==> src/rtl/soa_pkg.sv <==
`default_nettype none

package soa_pkg;

  localparam int COUNT_WIDTH_DEFAULT = 32;

  localparam int MODE_W   = 2;
  localparam int INDEX_W  = 2;
  localparam int DIST_W   = 12;
  localparam int WHEEL_W  = 32;
  localparam int DRIVE_W  = 3;
  localparam int COUNTS_W = 16;
  localparam int TICK_W   = 10;

  localparam int CFG_INDEX_W = 3;
  localparam int CFG_DATA_W  = 16;

  typedef logic [DRIVE_W-1:0] drive_code_t;
  typedef logic [MODE_W-1:0]  item_mode_t;

  localparam item_mode_t MODE_TICK   = 2'd0;
  localparam item_mode_t MODE_SONAR  = 2'd1;
  localparam item_mode_t MODE_WHEEL  = 2'd2;
  localparam item_mode_t MODE_ENABLE = 2'd3;

  localparam drive_code_t DRV_FWD   = 3'd0;
  localparam drive_code_t DRV_BACK  = 3'd1;
  localparam drive_code_t DRV_LEFT  = 3'd2;
  localparam drive_code_t DRV_RIGHT = 3'd3;
  localparam drive_code_t DRV_STOP  = 3'd4;

  localparam logic [CFG_INDEX_W-1:0] REG_SAFE_DIST  = 3'd0;
  localparam logic [CFG_INDEX_W-1:0] REG_CLEAR_DIST = 3'd1;
  localparam logic [CFG_INDEX_W-1:0] REG_REVERSE    = 3'd2;
  localparam logic [CFG_INDEX_W-1:0] REG_TURN       = 3'd3;
  localparam logic [CFG_INDEX_W-1:0] REG_WARMUP     = 3'd4;

  localparam logic [DIST_W-1:0]   SAFE_DIST_RST  = 12'd27;
  localparam logic [DIST_W-1:0]   CLEAR_DIST_RST = 12'd30;
  localparam logic [COUNTS_W-1:0] REVERSE_RST    = 16'd500;
  localparam logic [COUNTS_W-1:0] TURN_RST       = 16'd500;
  localparam logic [TICK_W-1:0]   WARMUP_RST     = 10'd55;

  localparam logic [TICK_W-1:0]   TICK_MAX = '1;

endpackage

`default_nettype wire

==> src/rtl/soa_item_if.sv <==
`default_nettype none

interface soa_item_if
  import soa_pkg::*;
();
  logic                 valid;
  logic                 ready;
  logic [MODE_W-1:0]    mode;
  logic [INDEX_W-1:0]   sensor_index;
  logic [DIST_W-1:0]    distance_cm;
  logic [WHEEL_W-1:0]   wheel_count;
  logic                 enable;

  modport source (
    output valid, mode, sensor_index, distance_cm, wheel_count, enable,
    input  ready
  );
  modport sink (
    input  valid, mode, sensor_index, distance_cm, wheel_count, enable,
    output ready
  );
endinterface

`default_nettype wire

==> src/rtl/soa_result_if.sv <==
`default_nettype none

interface soa_result_if
  import soa_pkg::*;
();
  logic               valid;
  logic               ready;
  logic [DRIVE_W-1:0] drive_code;

  modport source (
    output valid, drive_code,
    input  ready
  );
  modport sink (
    input  valid, drive_code,
    output ready
  );
endinterface

`default_nettype wire

==> src/rtl/sonar_obstacle_avoid_fsm.sv <==
// Channel   Dir  Handshake     Payload
// item      in   valid/ready   mode, sensor_index, distance_cm, wheel_count, enable
// result    out  valid/ready   drive_code
// cfg       in   cfg_wr_en     cfg_index, cfg_data (no read-back)
//
// One beat per cycle while the result register is not held full; a beat is
// registered in the input stage, then decoded and applied to the state, and a
// tick's drive code is registered into the result register as the state updates. The input stage holds only while
// the result register is full and not taken. Reset (synchronous) clears sensor
// flags, modes and the tick count and loads the register defaults.
`default_nettype none

module sonar_obstacle_avoid_fsm
  import soa_pkg::*;
#(
  parameter int COUNT_WIDTH = COUNT_WIDTH_DEFAULT
) (
  input  wire logic                   clk,
  input  wire logic                   rst,
  soa_item_if.sink                    item,
  soa_result_if.source                result,
  input  wire logic                   cfg_wr_en,
  input  wire logic [CFG_INDEX_W-1:0] cfg_index,
  input  wire logic [CFG_DATA_W-1:0]  cfg_data
);

  localparam logic [COUNT_WIDTH-1:0] MARK_RST = COUNT_WIDTH'(1);

  // configuration
  logic [DIST_W-1:0]   safe_dist;
  logic [DIST_W-1:0]   clear_dist;
  logic [COUNTS_W-1:0] reverse_counts;
  logic [COUNTS_W-1:0] turn_counts;
  logic [TICK_W-1:0]   warmup_ticks;

  always_ff @(posedge clk) begin
    if (rst) begin
      safe_dist      <= SAFE_DIST_RST;
      clear_dist     <= CLEAR_DIST_RST;
      reverse_counts <= REVERSE_RST;
      turn_counts    <= TURN_RST;
      warmup_ticks   <= WARMUP_RST;
    end else if (cfg_wr_en) begin
      unique case (cfg_index)
        REG_SAFE_DIST:  safe_dist      <= cfg_data[DIST_W-1:0];
        REG_CLEAR_DIST: clear_dist     <= cfg_data[DIST_W-1:0];
        REG_REVERSE:    reverse_counts <= cfg_data;
        REG_TURN:       turn_counts    <= cfg_data;
        REG_WARMUP:     warmup_ticks   <= cfg_data[TICK_W-1:0];
        default: ;
      endcase
    end
  end

  // input stage
  logic                   s1_valid;
  item_mode_t             s1_mode;
  logic [INDEX_W-1:0]     s1_index;
  logic [DIST_W-1:0]      s1_dist;
  logic [COUNT_WIDTH-1:0] s1_count;
  logic                   s1_enable;
  logic                   s1_adv;
  logic                   s1_fire;
  logic [63:0]            wheel_wide;

  assign s1_adv     = !result.valid || result.ready;
  assign s1_fire    = s1_valid && s1_adv;
  assign item.ready = !s1_valid || s1_adv;
  assign wheel_wide = {32'd0, item.wheel_count};

  always_ff @(posedge clk) begin
    if (rst) begin
      s1_valid <= 1'b0;
    end else if (item.ready) begin
      s1_valid <= item.valid;
    end
    if (item.valid && item.ready) begin
      s1_mode   <= item.mode;
      s1_index  <= item.sensor_index;
      s1_dist   <= item.distance_cm;
      s1_count  <= wheel_wide[COUNT_WIDTH-1:0];
      s1_enable <= item.enable;
    end
  end

  // controller state
  logic [DIST_W-1:0]      sonar_value [3];
  logic [2:0]             sonar_fresh;
  logic [COUNT_WIDTH-1:0] wheel_value [2];
  logic [1:0]             wheel_fresh;
  logic [COUNT_WIDTH-1:0] wheel_mark  [2];
  drive_code_t            drive_state;
  drive_code_t            prior_state;
  logic [TICK_W-1:0]      tick_counter;
  logic                   enable_flag;

  logic [DIST_W-1:0]      sonar_value_next [3];
  logic [2:0]             sonar_fresh_next;
  logic [COUNT_WIDTH-1:0] wheel_value_next [2];
  logic [1:0]             wheel_fresh_next;
  logic [COUNT_WIDTH-1:0] wheel_mark_next  [2];
  drive_code_t            drive_state_next;
  drive_code_t            prior_state_next;
  logic [TICK_W-1:0]      tick_counter_next;
  logic                   enable_flag_next;
  logic                   emit;

  logic                   all_fresh;
  logic                   close0, close1, clear0, clear1, clear2;
  logic [COUNT_WIDTH-1:0] adv0, adv1;
  logic                   adv1_rev, adv1_turn, adv0_turn;
  logic                   stalled;
  drive_code_t            ds0;
  drive_code_t            decided;
  logic                   take_marks;

  assign all_fresh = (&sonar_fresh) && (&wheel_fresh);
  assign close0 = (sonar_value[0] != '0) && (sonar_value[0] < safe_dist);
  assign close1 = (sonar_value[1] != '0) && (sonar_value[1] < safe_dist);
  assign clear0 = (sonar_value[0] == '0) || (sonar_value[0] > clear_dist);
  assign clear1 = (sonar_value[1] == '0) || (sonar_value[1] > clear_dist);
  assign clear2 = (sonar_value[2] == '0) || (sonar_value[2] > clear_dist);
  assign adv0 = wheel_value[0] - wheel_mark[0];
  assign adv1 = wheel_value[1] - wheel_mark[1];
  assign adv1_rev  = adv1 > COUNT_WIDTH'(reverse_counts);
  assign adv1_turn = adv1 > COUNT_WIDTH'(turn_counts);
  assign adv0_turn = adv0 > COUNT_WIDTH'(turn_counts);
  assign stalled = (prior_state == DRV_FWD) &&
                   ((wheel_mark[0] == wheel_value[0]) || (wheel_mark[1] == wheel_value[1]));
  assign ds0 = (drive_state == DRV_STOP) ? DRV_FWD : drive_state;

  always_comb begin
    decided    = ds0;
    take_marks = 1'b0;
    unique case (ds0)
      DRV_FWD: begin
        take_marks = 1'b1;
        if (close0 || close1 || stalled) decided = DRV_BACK;
      end
      DRV_BACK: begin
        if (clear0 && clear1 && adv1_rev) begin
          decided    = clear2 ? DRV_LEFT : DRV_RIGHT;
          take_marks = 1'b1;
        end
      end
      DRV_LEFT: begin
        if (adv1_turn) decided = DRV_FWD;
      end
      DRV_RIGHT: begin
        if (adv0_turn) decided = DRV_FWD;
      end
      default: ;
    endcase
  end

  always_comb begin
    sonar_value_next  = sonar_value;
    sonar_fresh_next  = sonar_fresh;
    wheel_value_next  = wheel_value;
    wheel_fresh_next  = wheel_fresh;
    wheel_mark_next   = wheel_mark;
    drive_state_next  = drive_state;
    prior_state_next  = prior_state;
    tick_counter_next = tick_counter;
    enable_flag_next  = enable_flag;
    emit              = 1'b0;
    if (s1_fire) begin
      unique case (s1_mode)
        MODE_SONAR: begin
          for (int i = 0; i < 3; i++) begin
            if (s1_index == INDEX_W'(i)) begin
              sonar_value_next[i] = s1_dist;
              sonar_fresh_next[i] = 1'b1;
            end
          end
        end
        MODE_WHEEL: begin
          for (int i = 0; i < 2; i++) begin
            if (s1_index == INDEX_W'(i)) begin
              wheel_value_next[i] = s1_count;
              wheel_fresh_next[i] = 1'b1;
            end
          end
        end
        MODE_ENABLE: begin
          enable_flag_next = s1_enable;
        end
        MODE_TICK: begin
          if (tick_counter != TICK_MAX) tick_counter_next = tick_counter + 1'b1;
          if (all_fresh) begin
            sonar_fresh_next = '0;
            wheel_fresh_next = '0;
            if (tick_counter_next >= warmup_ticks) begin
              drive_state_next = decided;
              if (take_marks) wheel_mark_next = wheel_value;
            end else begin
              drive_state_next = DRV_STOP;
            end
            emit = enable_flag;
          end
          prior_state_next = drive_state_next;
        end
        default: ;
      endcase
    end
  end

  always_ff @(posedge clk) begin
    if (rst) begin
      sonar_value  <= '{default: '0};
      sonar_fresh  <= '0;
      wheel_value  <= '{default: '0};
      wheel_fresh  <= '0;
      wheel_mark   <= '{default: MARK_RST};
      drive_state  <= DRV_STOP;
      prior_state  <= DRV_STOP;
      tick_counter <= '0;
      enable_flag  <= 1'b0;
    end else begin
      sonar_value  <= sonar_value_next;
      sonar_fresh  <= sonar_fresh_next;
      wheel_value  <= wheel_value_next;
      wheel_fresh  <= wheel_fresh_next;
      wheel_mark   <= wheel_mark_next;
      drive_state  <= drive_state_next;
      prior_state  <= prior_state_next;
      tick_counter <= tick_counter_next;
      enable_flag  <= enable_flag_next;
    end
  end

  // result register
  logic        res_valid;
  drive_code_t res_code;

  always_ff @(posedge clk) begin
    if (rst) begin
      res_valid <= 1'b0;
    end else if (s1_adv) begin
      res_valid <= emit;
    end
    if (s1_adv && emit) begin
      res_code <= drive_state_next;
    end
  end

  assign result.valid      = res_valid;
  assign result.drive_code = res_code;

  // checks
  a_fresh_cleared: assert property (@(posedge clk) disable iff (rst)
    (s1_fire && s1_mode == MODE_TICK && all_fresh) |=> (sonar_fresh == '0 && wheel_fresh == '0))
    else $error("freshness flags not cleared after a step");

  a_result_from_tick: assert property (@(posedge clk) disable iff (rst)
    $rose(result.valid) |-> $past(s1_fire && s1_mode == MODE_TICK && enable_flag))
    else $error("result without an enabled tick");

  a_code_range: assert property (@(posedge clk) disable iff (rst)
    result.valid |-> (result.drive_code <= DRV_STOP))
    else $error("drive code out of range");

  a_stage_hold: assert property (@(posedge clk) disable iff (rst)
    (s1_valid && !s1_adv) |=> (s1_valid && $stable(s1_mode) && $stable(s1_index)))
    else $error("input stage lost a held beat");

endmodule

`default_nettype wire

==> src/flat_wrapper.sv <==
// flat-port wrapper written by rule: the top's interface ports become plain ports
module sonar_obstacle_avoid_fsm_flat import soa_pkg::*;
#(
  parameter int COUNT_WIDTH = COUNT_WIDTH_DEFAULT
)
  (clk, rst, cfg_wr_en, cfg_index, cfg_data, item_valid, item_mode, item_sensor_index, item_distance_cm, item_wheel_count, item_enable, item_ready, result_valid, result_drive_code, result_ready);
  soa_item_if item_i ();
  soa_result_if result_i ();
  input  wire logic clk;
  input  wire logic rst;
  input  wire logic cfg_wr_en;
  input  wire logic [CFG_INDEX_W-1:0] cfg_index;
  input  wire logic [CFG_DATA_W-1:0] cfg_data;
  input wire logic [$bits(item_i.valid)-1:0] item_valid;
  input wire logic [$bits(item_i.mode)-1:0] item_mode;
  input wire logic [$bits(item_i.sensor_index)-1:0] item_sensor_index;
  input wire logic [$bits(item_i.distance_cm)-1:0] item_distance_cm;
  input wire logic [$bits(item_i.wheel_count)-1:0] item_wheel_count;
  input wire logic [$bits(item_i.enable)-1:0] item_enable;
  output wire logic [$bits(item_i.ready)-1:0] item_ready;
  output wire logic [$bits(result_i.valid)-1:0] result_valid;
  output wire logic [$bits(result_i.drive_code)-1:0] result_drive_code;
  input wire logic [$bits(result_i.ready)-1:0] result_ready;
  assign item_i.valid = item_valid;
  assign item_i.mode = item_mode;
  assign item_i.sensor_index = item_sensor_index;
  assign item_i.distance_cm = item_distance_cm;
  assign item_i.wheel_count = item_wheel_count;
  assign item_i.enable = item_enable;
  assign item_ready = item_i.ready;
  assign result_valid = result_i.valid;
  assign result_drive_code = result_i.drive_code;
  assign result_i.ready = result_ready;
  sonar_obstacle_avoid_fsm #(.COUNT_WIDTH(COUNT_WIDTH)) u_core (.clk(clk), .rst(rst), .item(item_i), .result(result_i), .cfg_wr_en(cfg_wr_en), .cfg_index(cfg_index), .cfg_data(cfg_data));
endmodule
==> config.mk <==
export PLATFORM = sky130hd
export DESIGN_NAME = sonar_obstacle_avoid_fsm_flat
export DESIGN_NICKNAME = d
export VERILOG_FILES = /design/src/rtl/soa_pkg.sv /design/src/rtl/soa_item_if.sv /design/src/rtl/soa_result_if.sv /design/src/rtl/sonar_obstacle_avoid_fsm.sv /design/src/flat_wrapper.sv
export SDC_FILE = /design/constraint.sdc
export NUM_CORES = 1
export LEC_CHECK = 0
export BUFFER_PORTS_ARGS = -buffer_cell sky130_fd_sc_hd__buf_2
export CORE_ASPECT_RATIO = 1.5
export CORE_MARGIN = 3
export CORE_UTILIZATION = 57
export CTS_CLUSTER_SIZE = 40
export DETAILED_ROUTE_END_ITERATION = 7
export GPL_TIMING_DRIVEN = 0
export HOLD_SLACK_MARGIN = 0.05
export PLACE_DENSITY = 0.83
export SYNTH_ARGS = -nofsm -noshare
export SYNTH_HDL_FRONTEND = slang
export SYNTH_SLANG_ARGS = --single-unit
==> constraint.sdc <==
create_clock -name clk -period 4.1 [get_ports clk]
set_clock_uncertainty 0.1 [all_clocks]
set_input_delay 0.82 -clock clk [delete_from_list [all_inputs] [get_ports clk]]
set_output_delay 0.82 -clock clk [all_outputs]
set_load 0.01 [all_outputs]
==> results of run 1 <==
## worst paths after layout
check	from	end	slack [ns]	depth (start not counted)
max reg2reg	u_core.wheel_value[0]$_SDFFE_PP0P_	u_core.wheel_mark[26]$_SDFFE_PP0P_	-0.58	20
min	item_wheel_count[4]	u_core.s1_count[4]$_DFFE_PP_	0.32	1
max	u_core.wheel_value[0]$_SDFFE_PP0P_	u_core.wheel_mark[26]$_SDFFE_PP0P_	-0.58	20
min reg2reg	u_core.safe_dist[9]$_SDFFE_PP0P_	u_core.safe_dist[9]$_SDFFE_PP0P_	0.36	2
## timing repair
| item | CTS | global route |
|---|---|---|
| setup endpoints to repair | 70 | 73 |
| gates cloned | 3 | 0 |
| resized for setup | 120 | 43 |
| pin swaps | 60 | 35 |
| hold buffers | 0 | 0 |
| buffers inserted | 28 | 10 |
## final cells by class
| type | count | area [um^2] | share of cell area |
|---|---|---|---|
| diodes | 1 | 2.50 | 0.000120 |
| plain buffers | 90 | 440 | 0.0210 |
| multi-input cells | 1611 | 11100 | 0.528 |
| repair buffers | 118 | 752 | 0.0359 |
| flip-flops and latches | 306 | 6670 | 0.318 |
| inverters | 152 | 571 | 0.0272 |
| clock buffers | 41 | 852 | 0.0407 |
| well taps | 400 | 500 | 0.0239 |
| clock inverters | 13 | 105 | 0.00502 |
## synth_stat cells (6+ instances only)
library cell / number
ha_1: 179
clkbuf_1: 79
a211oi_1: 21
a2111oi_0: 6
nor3_1: 33
xnor2_1: 26
o31ai_1: 9
inv_1: 151
nand4_1: 40
xor2_1: 25
or3_1: 13
o211ai_1: 10
a21o_1: 46
edfxtp_1: 52
nand3_1: 34
nand2_1: 361
nand3b_1: 15
nand2b_1: 20
o21a_1: 23
nor2b_1: 17
a21oi_1: 227
o21bai_1: 10
dfxtp_1: 254
and3_1: 11
a211o_1: 15
nor4_1: 18
o21ai_1: 16
a31oi_1: 14
and2_1: 10
mux2i_1: 92
o21ai_0: 50
nor2_1: 191
## routing by layer
metal / share of wire / up-vias / GRT usage / wire length, um
li1: - / 7843 / - / -
met1: 0.35 / 7729 / 0.316 / 18900
met2: 0.51 / 653 / 0.580 / 28000
met3: 0.054 / 263 / 0.0400 / 2930
met4: 0.089 / 0 / 0.239 / 4880
met5: 0 / - / 0 / 0
## sequential cells by signal (all words and copies together), names as in the netlist
| name | count |
|---|---|
| u_core.s1_index | 2 |
| u_core.s1_valid | 1 |
| u_core.result.valid | 1 |
| u_core.result.drive_code | 3 |
| u_core.drive_state | 3 |
| u_core.sonar_fresh | 3 |
| u_core.safe_dist | 12 |
| u_core.tick_counter | 10 |
| u_core.s1_count | 32 |
| u_core.s1_dist | 12 |
| u_core.s1_mode | 2 |
| u_core.wheel_fresh | 2 |
| u_core.reverse_counts | 16 |
| u_core.prior_state | 3 |
| u_core.s1_enable | 1 |
| u_core.sonar_value | 36 |
| u_core.turn_counts | 16 |
| u_core.enable_flag | 1 |
| u_core.clear_dist | 12 |
| u_core.warmup_ticks | 10 |
| u_core.wheel_mark | 64 |
| u_core.wheel_value | 64 |
## where the power goes
part / internal, mW / switching (mW) / total, mW
Sequential: 3.13 / 0.0645 / 3.19
Clock: 1.47 / 1.23 / 2.71
Combinational: 0.307 / 0.453 / 0.760
Total: 4.91 / 1.75 / 6.66
## metrics by stage
stage / total power [mW] / util
floorplan: 3.68 / -
CTS: 6.63 / 0.676
detailed placement: 3.91 / 0.617
finish: 6.66 / 0.686
global placement: 3.89 / 0.616
global route: 6.87 / 0.685
## cells by family after synthesis
group / after synthesis
multiplexers: 95
adder cells (fa/ha/maj): 181
AO/OA/AOI/OAI: 497
AND/OR/NAND/NOR: 787
buffers and inverters: 243
XOR/XNOR: 51
flip-flops: 306
==> results.md, run 1 <==
* Status: complete, but fails checks
* Failing checks: setup timing
* Cell family with most CP delay: simple AND/OR/NAND/NOR gates
* Worst-margin pin slew at 0.950 ns
* Ys async rst share at 0
* # nets final at around 2600
* Avg Synthesized Cell Area at between 8 and 9 um^2
* Placed insts at 2637
* Peak VDD IR at 0.433 mV
* Sink Count at just over 300
* RSZ-0062 raised after global routing: yes
* Initial antenna violation count at 0
* Combinational family with the most area after synthesis: simple AND/OR/NAND/NOR gates
* Slew Limit Fails at 0
* Synth top area share at 0.285
* P per Cell Area at roughly 320 mW/mm^2
* CP max stage cell: or4b_4
* Vias after detailed routing at 16500
* Fin. Hold Viols at 0
* Most frequent cells in the layout: nand2_1, dfxtp_1, a21oi_1
* Worst-path clk slew at about 0.070 ns
* Hold Crit Class: in2reg
* YS warnings at 0
* Prevailing post-synth register cell: dfxtp_1
* Post-synth top area cell: dfxtp_1
* Setup WS pre-CTS at -0.999 ns
* Worst Path Arrival at 5.01 ns
* CP Max Fanout at 6
* Design area at 0.0209 mm^2
* Most frequent cell on the critical path: buf_12
* Max cap viols at 0
* Simple-gate share of the synthesized area at 0.197
* HPWL Detailed at roughly 41 mm
* Gpl congestion at 0.991
* IO Count at 78
* LEAKAGE at 8.59 nW
* DR vias/cell at ~6
* Syn Std Cell Area at approximately 0.018 mm^2
* Setup Viol. Count Final at 70
* Initial DRC count at around 1000
* Synthesized net count at approximately 2400
* Fill count at ~2400
* Total iterations of the first detailed-routing run at 5
* FF+latch count, synth at ~310
* Vias in the first global route at 16300
* Area share of fa/ha/maj cells after synthesis at 0.128
* CTS Buffer Depth at 3
* Die Width at between 150 and 200 um
* Die Ht at 223 um
* PortBufs at 76
* Starting utilization of the core area at 0.585
* Post-synthesis mux area share at 0.0534
* Fin crit share at 1.14
* Die area at 0.0336 mm^2
* Crit-path cells: inv_2, ha_4, fa_2, nand2b_4, a21oi_4, buf_4, o21ai_2, xnor2_1, ha_1, nand4_1, or2_1, or3_4, a2bb2oi_2, or4b_4, o21ai_4, a211oi_4, buf_12, buf_12, mux2i_2, nor2_1
* Clk Latency, worst-skew pair at between 0.5 and 0.6 ns
* Dpl cell area at roughly 0.019 mm^2
* H-tree depth at 1
* Hold WS at around 0.32 ns
* Worst Slack Setup Final at -0.580 ns
* Drc violations at 0
* Crit path largest cell delay at ~0.54 ns
* Crit start category: register
* Largest net degree at the start of global routing at 38
* Area grow syn2layout at 17.2%
* Core area at 0.0305 mm^2
* Dominant cells by area after synthesis: dfxtp_1, ha_1, edfxtp_1
* Crit Path Class: reg2reg
* XOR/XNOR share of the synthesized area at 0.0250
* Routed len/inst at around 20 um
* Gr usage total at 0.316
* Worst path required time at between 4 and 5 ns
* Sum Neg Setup Slack at -34.90 ns
* CP Buf/Inv Count at 4
* CTS tree: built
* Distinct cell type count after synthesis at 76
* Post-Synthesis Cells at roughly 2200
* Clock period minus worst slack at between 4 and 5 ns
* Slew margin rel. at 0.367
* First-pass GRT wire length at 83.8 mm
* Layout cells sized above 1 at 0.136
* Synth Area in Compound Gates at 0.172
* Most common cell after layout, fill and taps aside: nand2_1
* Seq/Total Area, Yosys at 0.372
* Post-synth EDFFs at between 50 and 60
* Crit end category: register
* Post-route ant nets at 0
* Peak Freq at around 210 MHz
* Cell row count at slightly below 80
* GRT overflow at 0
* Final Non-Filler Cells at about 2700
* Root buffer selected by CTS: clkbuf_16
* Num CTS Buffers at 29
* Drt total wl at approximately 55 mm
Note: power is estimated with default switching activity, not from simulation.
==> run 2: changes to the inputs <==
--- a/config.mk
+++ b/config.mk
@@ -6,12 +6,11 @@
 export NUM_CORES = 1
 export LEC_CHECK = 0
 export BUFFER_PORTS_ARGS = -buffer_cell sky130_fd_sc_hd__buf_2
-export CORE_ASPECT_RATIO = 1.5
+export CORE_ASPECT_RATIO = 0.9
 export CORE_MARGIN = 3
 export CORE_UTILIZATION = 57
 export CTS_CLUSTER_SIZE = 40
 export DETAILED_ROUTE_END_ITERATION = 7
-export GPL_TIMING_DRIVEN = 0
 export HOLD_SLACK_MARGIN = 0.05
 export PLACE_DENSITY = 0.83
 export SYNTH_ARGS = -nofsm -noshare
==> run 2 against run 1 <==
Effect of this change: the flow still finishes with violations (setup timing); power rose by 6.0%; sequential share of layout area fell by 0.83 points; maximum frequency grew 3.2%; routed wire length is 5.3% lower; critical path type unchanged; critical endpoint is now u_core.wheel_mark[5]$_SDFFE_PP0P_; largest cell class unchanged; largest power group unchanged; highest routed layer is now met5.
==> results.md, run 2 (synthesis results as in run 1) <==
* Status: complete, but fails checks
* Failing checks: setup timing
* Starting utilization of the core area at 0.588
* DR vias/cell at ~6.0
* Clock period minus worst slack at 4.53 ns
* Clock power frac at 0.440
* Setup Viol. Count Final at 70
* CP Buf/Inv Count at 3
* Slew Limit Fails at 0
* Worst Slack Setup Final at -0.433 ns
* # nets final at 2611
* Drc violations at 0
* Post-route ant nets at 0
* Slew margin rel. at 0.371
* Worst-path clk slew at ~0.06 ns
* Placed insts at approximately 2700
* Comb pwr share at 0.107
* FF-to-FF Start: u_core.wheel_mark[3]$_SDFFE_PP0P_
* Crit start category: register
* Most frequent cell on the critical path: ha_1
* Crit path largest cell delay at just under 0.5 ns
* Die Width at between 150 and 200 um
* Root buffer selected by CTS: clkbuf_16
* Peak VDD IR at about 0.45 mV
* Final Non-Filler Cells at approximately 2800
* Worst hold endpoint: u_core.warmup_ticks[7]$_SDFFE_PP0P_
* Largest net degree at the start of global routing at approximately 120
* Sw Pwr at ~1.7 mW
* First-pass GRT wire length at 82.2 mm
* Clk Latency, worst-skew pair at between 0.5 and 0.6 ns
* R2r endpoint: u_core.wheel_mark[5]$_SDFFE_PP0P_
* Peak Freq at 221 MHz
* Sum Neg Setup Slack at -25.46 ns
* Sink Count at 306
* CTS tree: built
* Vias in the first global route at between 15000 and 20000
* Hold Crit Class: reg2reg
* Worst-margin pin slew at between 0.9 and 1 ns
* Gr usage total at 0.301
* RSZ-0062 raised after global routing: yes
* Initial DRC count at 1440
* Ant diodes at 0
* H-tree depth at 2
* Internal at 5.32 mW
* Fin crit share at 1.11
* CTS Buffer Depth at 3
* Max cap viols at 0
* R2R setup slack at -0.43 ns
* Worst Hold Depth at 2
* Min-Delay Startpoint: u_core.warmup_ticks[7]$_SDFFE_PP0P_
* Cell family with most CP delay: simple AND/OR/NAND/NOR gates
* Crit Path Class: reg2reg
* HPWL Detailed at approximately 37 mm
* Worst path required time at ~4.4 ns
* Switching portion of total power at 0.246
* Area grow syn2layout at 20.2%
* Most common cell after layout, fill and taps aside: nand2_1
* P per Cell Area at ~330 mW/mm^2
* Overall Power at between 7 and 8 mW
* LEAKAGE at between 9 and 10 nW
* Die Ht at about 170 um
* Most frequent cells in the layout: nand2_1, dfxtp_1, a21oi_1
* Seq pwr share at 0.453
* Worst Reg-to-Reg Cells at 19
* Drt total wl at ~52 mm
* Cell row count at 60
* GRT overflow at 0
* Vias after detailed routing at about 17000
* Worst Path Arrival at 4.79 ns
* CP Max Fanout at 7
* Initial antenna violation count at 1
* Total iterations of the first detailed-routing run at 6
* PortBufs at 77
* IO Count at a little under 80
* Fin. Hold Viols at 0
* Final core occ at 0.706
* Setup WS pre-CTS at -0.640 ns
* Die area at between 0.03 and 0.04 mm^2
* Num CTS Buffers at 35
* Core area at 0.0304 mm^2
* Gpl congestion at about 1
* Cts hold-fix bufs at 0
* Routed len/inst at between 15 and 20 um
* Crit-path cells: inv_1, ha_1, o211ai_1, a21oi_4, o2111ai_2, nand2_2, xor2_2, ha_1, nand4_1, or2_1, or3_4, a2bb2oi_2, or4b_4, o21ai_4, a211oi_4, buf_12, buf_16, mux2i_1, nor2_1
* Layout cells sized above 1 at 0.167
* Top Registers: u_core.wheel_mark x64, u_core.wheel_value x64, u_core.sonar_value x36
* CP max stage cell: or4b_4
* Crit end category: register
run 2: changes by cell type in the layout (fill, tap and decap cells not counted), moves of 6 or more:
| cell | change |
|---|---|
| clkbuf_1 | -74 |
| buf_4 | +125 |
| a21oi_1 | +6 |
| ha_1 | +11 |
| ha_4 | -6 |
| a21oi_2 | -7 |
| xnor2_1 | +6 |
| clkbuf_16 | +7 |
| inv_6 | -8 |
run 2: area by class of cell:
| type | instances | area [um^2] |
|---|---|---|
| Timing Repair Buffer | 251 | 1870 |
| Clock inverter | 8 | 80.1 |
| Multi-Input combinational cell | 1611 | 10700 |
| Tap cell | 403 | 504 |
| Clock buffer | 53 | 1070 |
| Inverter | 152 | 571 |
| Sequential cell | 306 | 6660 |
| Fill cell | 2286 | 8930 |
run 2: what timing repair did:
item | CTS | global route
setup endpoints to repair | 70 | 70
cloned | 5 | 0
resized for setup | 60 | 27
buffers inserted | 17 | 8
pin swaps | 31 | 19
run 2: worst max-delay path by stage:
stage	start	end	slack, ns	depth (start not counted)
after detailed placement	u_core.wheel_value[0]$_SDFFE_PP0P_	u_core.wheel_mark[2]$_SDFFE_PP0P_	-0.64	21
after floorplan	u_core.wheel_value[0]$_SDFFE_PP0P_	u_core.wheel_mark[34]$_SDFFE_PP0P_	0.004	21
after global placement	u_core.wheel_value[0]$_SDFFE_PP0P_	u_core.wheel_mark[2]$_SDFFE_PP0P_	-0.54	21
after global routing	u_core.wheel_mark[33]$_SDFFE_PP0P_	u_core.drive_state[1]$_SDFF_PP0_	-0.64	22
after CTS	u_core.wheel_value[0]$_SDFFE_PP0P_	u_core.wheel_mark[18]$_SDFFE_PP0P_	-0.27	21
final	u_core.wheel_mark[3]$_SDFFE_PP0P_	u_core.wheel_mark[5]$_SDFFE_PP0P_	-0.43	19
run 2: through the flow:
step                      cell area, um^2  hold WS [ns]
after floorplan                     17900         0.336
after global placement              19600         0.343
after detailed placement            19600         0.349
after CTS                           21300         0.357
after global routing                21500         0.362
final                               21500         0.360
run 2: tightest hold or removal path: stages, from the launching register on:
cell	delay (ns)
dfxtp_1	0.31
nand2_1	0.05
a21oi_1	0.05
run 2: layer usage:
metal,wire [um],track usage,vias up,share of wire
met5,13,0,-,0.00025
met4,1770,0.0959,2,0.034
met3,4110,0.0496,136,0.079
met2,23000,0.464,690,0.44
met1,22900,0.431,7850,0.44
li1,-,-,7942,-
run 2: power groups by stage:
stage               clock (mW)  combinational (mW)  sequential (mW)
detailed placement           0               0.689             3.26
CTS                       3.14               0.723             3.19
global route              3.26               0.829             3.20
finish                    3.10               0.757             3.20
global placement             0               0.668             3.26
floorplan                    0               0.450             3.23
==> run 3: changes to the inputs <==
--- a/config.mk
+++ b/config.mk
@@ -8,11 +8,11 @@
 export BUFFER_PORTS_ARGS = -buffer_cell sky130_fd_sc_hd__buf_2
 export CORE_ASPECT_RATIO = 0.9
 export CORE_MARGIN = 3
-export CORE_UTILIZATION = 57
+export CORE_UTILIZATION = 67
 export CTS_CLUSTER_SIZE = 40
 export DETAILED_ROUTE_END_ITERATION = 7
 export HOLD_SLACK_MARGIN = 0.05
-export PLACE_DENSITY = 0.83
+export PLACE_DENSITY = 0.91
 export SYNTH_ARGS = -nofsm -noshare
 export SYNTH_HDL_FRONTEND = slang
 export SYNTH_SLANG_ARGS = --single-unit
==> constraint.sdc (replaced) <==
create_clock -name clk -period 5.6 [get_ports clk]
set_clock_uncertainty 0.1 [all_clocks]
set_input_delay 1.12 -clock clk [delete_from_list [all_inputs] [get_ports clk]]
set_output_delay 1.12 -clock clk [all_outputs]
set_load 0.01 [all_outputs]
==> run 3 against run 2 <==
Effect of this change: the run now ends clean; clock power down 32%; setup slack better by 0.91 ns; critical path type unchanged; first-iteration DRC count up 4.3%; sequential power down 27%; highest routed layer is now met4; routed wire length down 7.6%.
==> results.md, run 3 (synthesis results as in run 1) <==
* Status: finished, final reports clean
* Sink Count at between 300 and 400
* Initial DRC count at roughly 1500
* Vias in the first global route at roughly 15000
* Core area at between 0.02 and 0.03 mm^2
* FF-to-FF Start: u_core.wheel_value[0]$_SDFFE_PP0P_
* Sum Neg Setup Slack at 0 ns
* Fin. Hold Viols at 0
* Most common cell after layout, fill and taps aside: nand2_1
* CP Buf/Inv Count at 2
* Slew margin rel. at 0.241
* CP max stage cell: or4b_4
* Worst-path clk slew at approximately 0.06 ns
* Die Ht at ~160 um
* Peak VDD IR at approximately 0.27 mV
* Cell row count at 56
* Worst Path Arrival at around 5.4 ns
* WP depth at 19
* Setup Buffers After CTS at 0
* # nets final at between 2000 and 2500
* Root buffer selected by CTS: clkbuf_16
* Internal at between 3 and 4 mW
* Routed len/inst at between 15 and 20 um
* Largest net degree at the start of global routing at ~150
* Worst setup startpoint: u_core.wheel_value[0]$_SDFFE_PP0P_
* Fill count at about 1900
* IO Count at between 70 and 80
* Crit-path cells: inv_1, ha_1, fa_1, nand2b_1, a21oi_1, o2111ai_1, nand2_1, xor2_1, ha_1, nand4_1, or2_1, or3_1, a2bb2oi_1, or4b_4, o21ai_2, a211oi_4, buf_12, mux2i_1, nor2_1
* Design area at approximately 0.019 mm^2
* CTS Buffer Depth at 3
* LEAKAGE at slightly above 8 nW
* Num CTS Buffers at 31
* Crit end category: register
* Clock period minus worst slack at 5.12 ns
* R2R setup slack at approximately 0.48 ns
* Drc violations at 0
* P per Cell Area at 252 mW/mm^2
* Crit start category: register
* CTS tree: built
* CP Max Fanout at 66
* Drt total wl at between 40 and 50 mm
* Ant diodes at 0
* Die Width at around 180 um
* GRT overflow at 0
* Seq pwr share at 0.475
* Overall Power at 4.92 mW
* Setup Viol. Count Final at 0
* Worst Reg-to-Reg Cells at 19
* Crit path largest cell delay at slightly below 0.5 ns
* First-pass GRT wire length at slightly below 80 mm
* DR vias/cell at 6.21
* Starting utilization of the core area at 0.684
* PortBufs at 77
* Peak Freq at between 150 and 200 MHz
* Crit Path Class: reg2reg
* Clk Latency, worst-skew pair at roughly 0.58 ns
* R2r endpoint: u_core.wheel_mark[43]$_SDFFE_PP0P_
* Die area at 0.0287 mm^2
* Layout cells sized above 1 at 0.0727
* Cts hold-fix bufs at 0
* Worst-margin pin slew at roughly 1.1 ns
* RSZ-0062 raised after global routing: no
* Worst path required time at around 6 ns
* Dpl cell area at 0.0185 mm^2
* Area grow syn2layout at 9.06%
* Max cap viols at 0
* HPWL Detailed at 35.7 mm
* Switching portion of total power at 0.247
* Total iterations of the first detailed-routing run at 8
* H-tree depth at 1
* Final core occ at 0.746
* Slew Limit Fails at 0
* Comb pwr share at 0.097
* Sw Pwr at approximately 1.2 mW
* Cell family with most CP delay: simple AND/OR/NAND/NOR gates
* Most frequent cell on the critical path: ha_1
* Post-route ant nets at 0
* Fin crit share at 0.915
* Setup crit end: u_core.wheel_mark[43]$_SDFFE_PP0P_
* Gr usage total at 0.328
* Most frequent cells in the layout: nand2_1, dfxtp_1, a21oi_1
* Initial antenna violation count at 0
* Clock power frac at 0.428
* Vias after detailed routing at 15900
* Top Registers: u_core.wheel_mark x64, u_core.wheel_value x64, u_core.sonar_value x36
* Gpl congestion at between 0.9 and 1
* Hold Crit Class: reg2reg
run 3: what timing repair did:
| action | in CTS | in global routing |
|---|---|---|
| setup endpoints to repair | 0 | 4 |
| gates resized for setup | 0 | 2 |
| endpoints found under the hold margin | 0 | 0 |
run 3: worst min-delay path by stage:
stage,cells after the start,endpoint,start
after global placement,2,u_core.clear_dist[9]$_SDFFE_PP0P_,u_core.clear_dist[9]$_SDFFE_PP0P_
after global routing,2,u_core.warmup_ticks[6]$_SDFFE_PP0P_,u_core.warmup_ticks[6]$_SDFFE_PP0P_
after detailed placement,2,u_core.turn_counts[10]$_SDFFE_PP0P_,u_core.turn_counts[10]$_SDFFE_PP0P_
after CTS,2,u_core.turn_counts[3]$_SDFFE_PP0P_,u_core.turn_counts[3]$_SDFFE_PP0P_
after floorplan,2,u_core.clear_dist[10]$_SDFFE_PP0P_,u_core.clear_dist[10]$_SDFFE_PP0P_
final,2,u_core.warmup_ticks[7]$_SDFFE_PP0P_,u_core.warmup_ticks[7]$_SDFFE_PP0P_
run 3: final cells by class:
| class | instances | area (um^2) | area share |
|---|---|---|---|
| Sequential cell | 306 | 6650 | 0.341 |
| Clock buffer | 39 | 826 | 0.0424 |
| Multi-Input combinational cell | 1611 | 10300 | 0.528 |
| Tap cell | 348 | 435 | 0.0223 |
| Timing Repair Buffer | 89 | 507 | 0.0260 |
| Inverter | 152 | 571 | 0.0293 |
| Clock inverter | 17 | 204 | 0.0105 |
run 3: metrics by stage:
step	worst slack (ns)	hold slack, ns	cells
floorplan	1.28	0.336	2160
global placement	0.612	0.342	2506
detailed placement	0.472	0.347	2506
CTS	0.450	0.355	2562
global route	0.0324	0.381	2562
finish	0.478	0.355	2562
run 3: power groups by stage:
| stage | Sequential (mW) | Combinational (mW) | Clock, mW |
|---|---|---|---|
| 5_1_grt | 2.34 | 0.523 | 2.21 |
| 3_5_place_dp | 2.38 | 0.460 | 0 |
| 4_1_cts | 2.33 | 0.463 | 2.12 |
| 2_1_floorplan | 2.36 | 0.328 | 0 |
| 3_3_place_gp | 2.38 | 0.444 | 0 |
| 6_report | 2.34 | 0.477 | 2.11 |
run 3: worst register-to-register path, stage by stage (launching register included):
cell and delay (ns):
dfxtp_1 0.34, inv_1 0.05, ha_1 0.19, fa_1 0.42
nand2b_1 0.19, a21oi_1 0.30, o2111ai_1 0.34, nand2_1 0.16
xor2_1 0.26, ha_1 0.18, nand4_1 0.11, or2_1 0.25
or3_1 0.40, a2bb2oi_1 0.17, or4b_4 0.49, o21ai_2 0.22
a211oi_4 0.10, buf_12 0.24, mux2i_1 0.38, nor2_1 0.06
run 3: layer usage:
layer | wire, um | track usage
met1 | 21200 | 0.475
met2 | 21000 | 0.506
met3 | 4300 | 0.0546
met4 | 1320 | 0.0967
met5 | 0 | 0
